### config.mk
export PLATFORM = sky130hd
export DESIGN_NAME = sbst_slab_div
export DESIGN_NICKNAME = d
export VERILOG_FILES = /design/src/rtl/sbst_pkg.sv /design/src/rtl/sbst_slab_div.sv
export SDC_FILE = /design/constraint.sdc
export NUM_CORES = 2
export LEC_CHECK = 0
export ABC_CLOCK_PERIOD_IN_PS = 4200
export BUFFER_PORTS_ARGS = -buffer_cell sky130_fd_sc_hd__buf_2
export CAP_MARGIN = 0
export CORE_MARGIN = 2
export CORE_UTILIZATION = 50
export CTS_CLUSTER_SIZE = 8
export DETAILED_ROUTE_END_ITERATION = 8
export PLACE_DENSITY = 0.77
export SYNTH_ARGS = -nofsm -noshare
export SYNTH_HDL_FRONTEND = slang
export SYNTH_SLANG_ARGS = --single-unit
### constraint.sdc
create_clock -name clock -period 4.2 [get_ports clock]
set_clock_uncertainty 0.2 [all_clocks]
set_input_delay 0.84 -clock clock [delete_from_list [all_inputs] [get_ports clock]]
set_output_delay 0.84 -clock clock [all_outputs]
set_load 0.02 [all_outputs]
### src/rtl/sbst_pkg.sv
package sbst_pkg;

   // Per-item control handed to each slab divider.
   typedef struct packed {
      logic advance;
      logic neg;
   } div_ctl_type;

   // Per-axis flags that ride alongside the divider pipeline.
   typedef struct packed {
      logic zero;
      logic miss;
   } axis_flag_type;

endpackage

### src/rtl/sbst_slab_div.sv
module sbst_slab_div
   import sbst_pkg::*;
#(
   parameter int COORD_BITS  = 32,
   parameter int T_FRAC_BITS = 16
) (
   input  logic                         clock,
   input  div_ctl_type                  ctl,
   input  logic [COORD_BITS:0]          num_mag,
   input  logic [COORD_BITS:0]          den_mag,
   output logic signed [T_FRAC_BITS+2:0] quot
);

   localparam int MW = COORD_BITS + 1;
   localparam int QW = T_FRAC_BITS + 1;
   localparam int TW = T_FRAC_BITS + 3;

   logic [MW-1:0] r_ff   [T_FRAC_BITS+1];
   logic [MW-1:0] den_ff [T_FRAC_BITS+1];
   logic [QW-1:0] q_ff   [T_FRAC_BITS+1];
   logic          sat_ff [T_FRAC_BITS+1];
   logic          neg_ff [T_FRAC_BITS+1];
   logic signed [TW-1:0] quot_ff;

   logic [MW:0]   den2;
   logic          sat_in;
   logic          q0_in;
   logic [MW-1:0] r0_in;

   // Check saturation and take the integer quotient bit
   always_comb begin
      den2   = {den_mag, 1'b0};
      sat_in = ({1'b0, num_mag} >= den2);
      q0_in  = (num_mag >= den_mag);
      r0_in  = q0_in ? (num_mag - den_mag) : num_mag;
   end

   always_ff @(posedge clock) begin
      if (ctl.advance) begin
         r_ff[0]   <= r0_in;
         den_ff[0] <= den_mag;
         q_ff[0]   <= {{(QW-1){1'b0}}, q0_in};
         sat_ff[0] <= sat_in;
         neg_ff[0] <= ctl.neg;
      end
   end

   // One fraction bit per stage, restoring division
   for (genvar j = 1; j <= T_FRAC_BITS; j++) begin : g_step
      logic [MW:0]   r2;
      logic [MW:0]   diff;
      logic          ge;
      logic [MW-1:0] r_in;
      logic [QW-1:0] q_in;

      always_comb begin
         r2   = {r_ff[j-1], 1'b0};
         diff = r2 - {1'b0, den_ff[j-1]};
         ge   = (r2 >= {1'b0, den_ff[j-1]});
         r_in = ge ? diff[MW-1:0] : r2[MW-1:0];
         q_in = {q_ff[j-1][QW-2:0], ge};
      end

      always_ff @(posedge clock) begin
         if (ctl.advance) begin
            r_ff[j]   <= r_in;
            den_ff[j] <= den_ff[j-1];
            q_ff[j]   <= q_in;
            sat_ff[j] <= sat_ff[j-1];
            neg_ff[j] <= neg_ff[j-1];
         end
      end
   end

   logic [TW-1:0]        mag;
   logic signed [TW-1:0] quot_in;

   // Saturate to 2.0 and apply the sign
   always_comb begin
      mag     = sat_ff[T_FRAC_BITS] ? (TW'(1) << (T_FRAC_BITS + 1))
                                    : {2'b00, q_ff[T_FRAC_BITS]};
      quot_in = neg_ff[T_FRAC_BITS] ? -$signed(mag) : $signed(mag);
   end

   always_ff @(posedge clock) begin
      if (ctl.advance) begin
         quot_ff <= quot_in;
      end
   end

   assign quot = quot_ff;

endmodule

Yosys cells after proc, flatten, opt, wreduce, memory -nomap -nowiden:

Memories as Yosys holds them, arrays and structs flattened.
Cells that the tools add are included.
Widths: inputs -> output; s select.

* word-level logic and storage cells: 63
* register bits: 19
* bits of input ports: 69
* output and inout bits: 19
* RAM bits: 1445
* memories kept: 5

Memories
* den_ff: words 17, bits a word 33, read ports 16, clocked after memory_dff 0, wr ports 17, RTL line sbst_slab_div.sv:19 `logic [MW-1:0] den_ff [T_FRAC_BITS+1];`
* r_ff: words 17, bits a word 33, read ports 16, clocked after memory_dff 0, wr ports 17, RTL line sbst_slab_div.sv:18 `logic [MW-1:0] r_ff [T_FRAC_BITS+1];`
* q_ff: words 17, bits a word 17, read ports 17, clocked after memory_dff 0, wr ports 17, RTL line sbst_slab_div.sv:20 `logic [QW-1:0] q_ff [T_FRAC_BITS+1];`
* neg_ff: words 17, bits a word 1, read ports 17, clocked after memory_dff 0, wr ports 17, RTL line sbst_slab_div.sv:22 `logic neg_ff [T_FRAC_BITS+1];`
* sat_ff: words 17, bits a word 1, read ports 17, clocked after memory_dff 0, wr ports 17, RTL line sbst_slab_div.sv:21 `logic sat_ff [T_FRAC_BITS+1];`

* $lt $le $gt $ge: 18
* add/sub/neg operators: 18
* mux-type cells: 21

Operators with widths (count)
* $mux 33: 17
* $sub 33x33->33: 17
* $ge 34x33->1: 16
* $ge 33x34->1: 1
* $ge 33x33->1: 1
* $mux 19: 1
* $neg 18->19: 1
* $mux 18: 1
* $mux 1: 2

Longest topological paths before layout:

An unclocked memory read counts as a cell.

* depth after elaboration: 4
* mapped depth: 15
* mapped depth without buffers: 13

Least setup slack after synthesis:

No wires, ideal clock.

* path type: input-to-reg
* start: input den_mag[6]
* end: memory r_ff[0][0] (netlist name) (data pin)
* data arrival time: 3352 ps
* library setup time: 267 ps
* data required time: 3733 ps
* stages: 13
* slack: 381 ps
* path buffers: 2
* cell sequence: inv_1 ha_1 and3_1 o21a_1 o31a_1 o211ai_1 and4_1 o31ai_1 nand2b_1 nand2_1 clkbuf_1 clkbuf_1 a21oi_1

RTL lines
* start, declared: RTL line sbst_slab_div.sv:10 `input logic [COORD_BITS:0] den_mag,`
* end, declared: RTL line sbst_slab_div.sv:18

==> flow_summary.yaml <==
clock_network:
  clock-root-buffer: "sky130_fd_sc_hd__clkbuf_16"
  cts.reportedPaths.clkPinSlew_ns: 0.05
  htreeDepth: 4
  tritoncts_clock_tree: "built"
  cts_buffer_depth: 3
  cts_sinks: 1262
  cts_buffers: 176
  clkLatencyLatePin_ns: 0.83
yosys:
  synth.ff_latch_count: 1262
  syn_avg_cell_area_um2: 10.9
  yosys_warnings: 0
  synthesized_nets: 7549
  synth.yosys.seq_area_share: 0.507
  synth_async_sr_flop_share: 0
  count_of_flip_flops_with_a_built_in_enable_after_synthesis: 1262
  synthesis.instances: 6871
  synthDistinctLibCells: 91
  synth_flop_cell: "sky130_fd_sc_hd__edfxtp_1"
  syn-cell-area_um2: 74700
sta:
  timing.final.crit_share: 0.962
  tightest_pin_transition_ns: 0.755
  finalWorstPathRequiredPeriod_ns: 4.04
  maxSlewHeadroom: 0.493
  setup-violations-final: 0
  hold_viol: 0
  timing.final.max_slew_violations: 0
  achievable-frequency_ghz: 0.248
floorplanning:
  dieArea_um2: 153000
  chipHeight_um: 391
  num_rows: 141
  floorplan.core_area_um2: 148000
  die_width_um: 391
  initial_utilization: 0.505
  i_o_pin_cnt: 88
global_route:
  grt_pass1_vias: 54300
  grt_first_pass_wirelength_mm: 271
  grt_start_max_net_pins: 121
  grt_overflow: 0
  antenna_found_initial: 2
  grt_overall_usage: 0.223
placement:
  io_buffer_count: 87
  numPlacedInstances: 8947
  placed_wire_length_estimate_mm: 130
  cell_area_placed_um2: 79100
  gpl.final_weighted_congestion: 1.03
finish:
  area_delta_synth_final_pct: 12.7
  final_nets: 7896
  final_cell_area_um2: 84200
  fillerInstances: 12100
  drive_gt1_frac: 0.106
  finalNonFillerCells: 9170
  layout.area.seq_um2: 37900
  multi_input_area_um2: 33500
detailed_routing:
  routed_wirelength_mm: 169
  route.vias.total: 52200
  drt_iter0_drc: 2817
  avgViaCountPerCell: 5.70
  post_route_antenna_net_violation_count: 0
  avgRoutedWirePerCell_um: 18.5
  detail_route.drc_violations: 0
  detailedRoute.firstPassIterationCount: 6
worst_setup_path:
  cp_data_arrival_time_ns: 4.36
  worst-path-max-fanout: 33
  worstSetupStartpointType: "flop"
  critical_path_required_time_ns: 4.52
  timing.critical_path.to_type: "flop"
  critPathKind: "reg2reg"
power:
  power_leakage_nw: 35.2
  pwr_density_cell_nw_per_um2: 764
  total_power_w: 0.0643
  vdd.ir_drop.worst_mv: 0.483
run:
  drv_cap: 0
outcome:
  status: "completed"
hold_path:
  worstHoldPathType: "in2reg"
[stage by stage]
stage	utilization	TNS [ns]	worst slack (ns)	hold WS, ns
after floorplan	-	0	0.381	0.200
after global placement	0.534	0	0.105	0.201
after detailed placement	0.534	0	0.0513	0.205
after CTS	0.568	0	0.00635	0.00147
after global routing	0.569	-0.00688	-0.00688	0.0198
final	0.569	0	0.161	0.0487
[path summary, 6_finish.rpt]
kind                                              from                      to  slack (ns)  cells past startpoint
worst min register to register  q_ff[0][177]$_DFFE_PP_  q_ff[0][195]$_DFFE_PP_        0.21                      0
worst max register to register  r_ff[0][136]$_DFFE_PP_  r_ff[0][184]$_DFFE_PP_        0.16                     12
worst max-delay path            r_ff[0][136]$_DFFE_PP_  r_ff[0][184]$_DFFE_PP_        0.16                     12
worst min-delay path                            ctl[0]  neg_ff[0][0]$_DFFE_PP_        0.05                      1
[cell type report]
class,instances,area share
Multi-Input combinational cell,4718,0.398
Clock inverter,18,0.00505
Timing Repair Buffer,339,0.0335
Tap cell,1930,0.0287
Antenna cell,4,0.000119
Clock buffer,178,0.0524
Inverter,721,0.0321
Sequential cell,1262,0.450
[state kept, by name (all words and copies together), names as in the netlist]
name,count
den_ff,528
neg_ff,17
q_ff,153
quot,19
r_ff,528
sat_ff,17
[per-layer routing]
metal | vias to the layer above | GRT usage | share of wire
li1 | 25700 | - | -
met1 | 24600 | 0.205 | 0.34
met2 | 1354 | 0.440 | 0.55
met3 | 559 | 0.0306 | 0.033
met4 | 0 | 0.159 | 0.073
met5 | - | 0 | 0
[kinds of logic (layout without fill, tap and decap cells)]
group / after synthesis / after routing / share of synthesized area
simple gates: 1536 / 1536 / 0.0975
buf+inv: 891 / 1256 / 0.0455
mux: 204 / 204 / 0.0319
compound gates: 1909 / 1909 / 0.160
xor+xnor: 460 / 460 / 0.0539
other cells: 0 / 4 / 0
flops: 1262 / 1262 / 0.507
fa+ha+maj: 609 / 609 / 0.104
[where the power goes]
part	switching [W]	total [W]	leakage [nW]	internal, W
sequential	0.00180	0.0206	12.4	0.0188
combinational	0.0171	0.0311	20.5	0.0139
clock	0.00519	0.0126	2.34	0.00744
total	0.0241	0.0643	35.2	0.0402
[cells in the mapped netlist (all sizes together), types with 17 or more instances]
library cell	count	area share
a211o	19	0.0022
a211oi	57	0.0057
a21boi	27	0.0027
a21o	282	0.028
a21oi	607	0.041
a31oi	69	0.0059
and2	28	0.0023
and3	57	0.0048
and4	21	0.0025
buf	33	0.0024
clkbuf	137	0.0069
edfxtp	1262	0.51
ha	593	0.099
inv	721	0.036
mux2	190	0.030
nand2	493	0.025
nand2b	78	0.0065
nand3	119	0.0081
nand4	73	0.0061
nor2	395	0.020
nor2b	95	0.0080
nor3	79	0.0053
nor4	20	0.0017
o211ai	17	0.0018
o21a	85	0.0085
o21ai	447	0.030
o21bai	63	0.0063
o31a	17	0.0020
o31ai	55	0.0055
or2	22	0.0018
xnor2	280	0.033
xor2	180	0.021
[critical path, cell delays in order, from the launching register on]
cell and delay (ns):
sky130_fd_sc_hd__edfxtp_1 0.39, sky130_fd_sc_hd__ha_1 0.39, sky130_fd_sc_hd__a21oi_1 0.16, sky130_fd_sc_hd__o21ai_1 0.11, sky130_fd_sc_hd__a2111o_1 0.43, sky130_fd_sc_hd__o21ai_2 0.18, sky130_fd_sc_hd__nand3_1 0.13, sky130_fd_sc_hd__a221o_1 0.36
sky130_fd_sc_hd__a311o_1 0.43, sky130_fd_sc_hd__o2111ai_2 0.27, sky130_fd_sc_hd__nand3_4 0.11, sky130_fd_sc_hd__buf_12 0.22, sky130_fd_sc_hd__mux2_4 0.31
[layout by cell type, fill, tap and decap left out, types with 22 or more instances in the layout]
cell,n
sky130_fd_sc_hd__nor2_1,395
sky130_fd_sc_hd__o21bai_1,63
sky130_fd_sc_hd__nand3_1,117
sky130_fd_sc_hd__a31oi_1,66
sky130_fd_sc_hd__inv_1,720
sky130_fd_sc_hd__xnor2_1,280
sky130_fd_sc_hd__and2_1,27
sky130_fd_sc_hd__clkbuf_16,176
sky130_fd_sc_hd__mux2_2,161
sky130_fd_sc_hd__o21a_1,85
sky130_fd_sc_hd__or2_2,22
sky130_fd_sc_hd__edfxtp_1,1262
sky130_fd_sc_hd__and3_1,56
sky130_fd_sc_hd__buf_4,196
sky130_fd_sc_hd__buf_2,86
sky130_fd_sc_hd__o31ai_1,54
sky130_fd_sc_hd__mux2_4,28
sky130_fd_sc_hd__a21boi_0,24
sky130_fd_sc_hd__nand4_1,73
sky130_fd_sc_hd__a21oi_1,607
sky130_fd_sc_hd__a211oi_1,57
sky130_fd_sc_hd__nand2b_1,78
sky130_fd_sc_hd__nor3_1,79
sky130_fd_sc_hd__a21o_1,282
sky130_fd_sc_hd__dlygate4sd3_1,22
sky130_fd_sc_hd__nand2_1,492
sky130_fd_sc_hd__nor2b_1,95
sky130_fd_sc_hd__buf_12,35
sky130_fd_sc_hd__o21ai_0,435
sky130_fd_sc_hd__ha_1,593
sky130_fd_sc_hd__xor2_1,180
[what timing repair did]
item / CTS / global route
endpoints found under the hold margin: 22 / 0
gates resized for setup: 0 / 12
setup buffers: 0 / 1
setup endpoints to repair: 0 / 100
hold buffers: 22 / 0
Note: power is estimated with default switching activity, not from simulation.
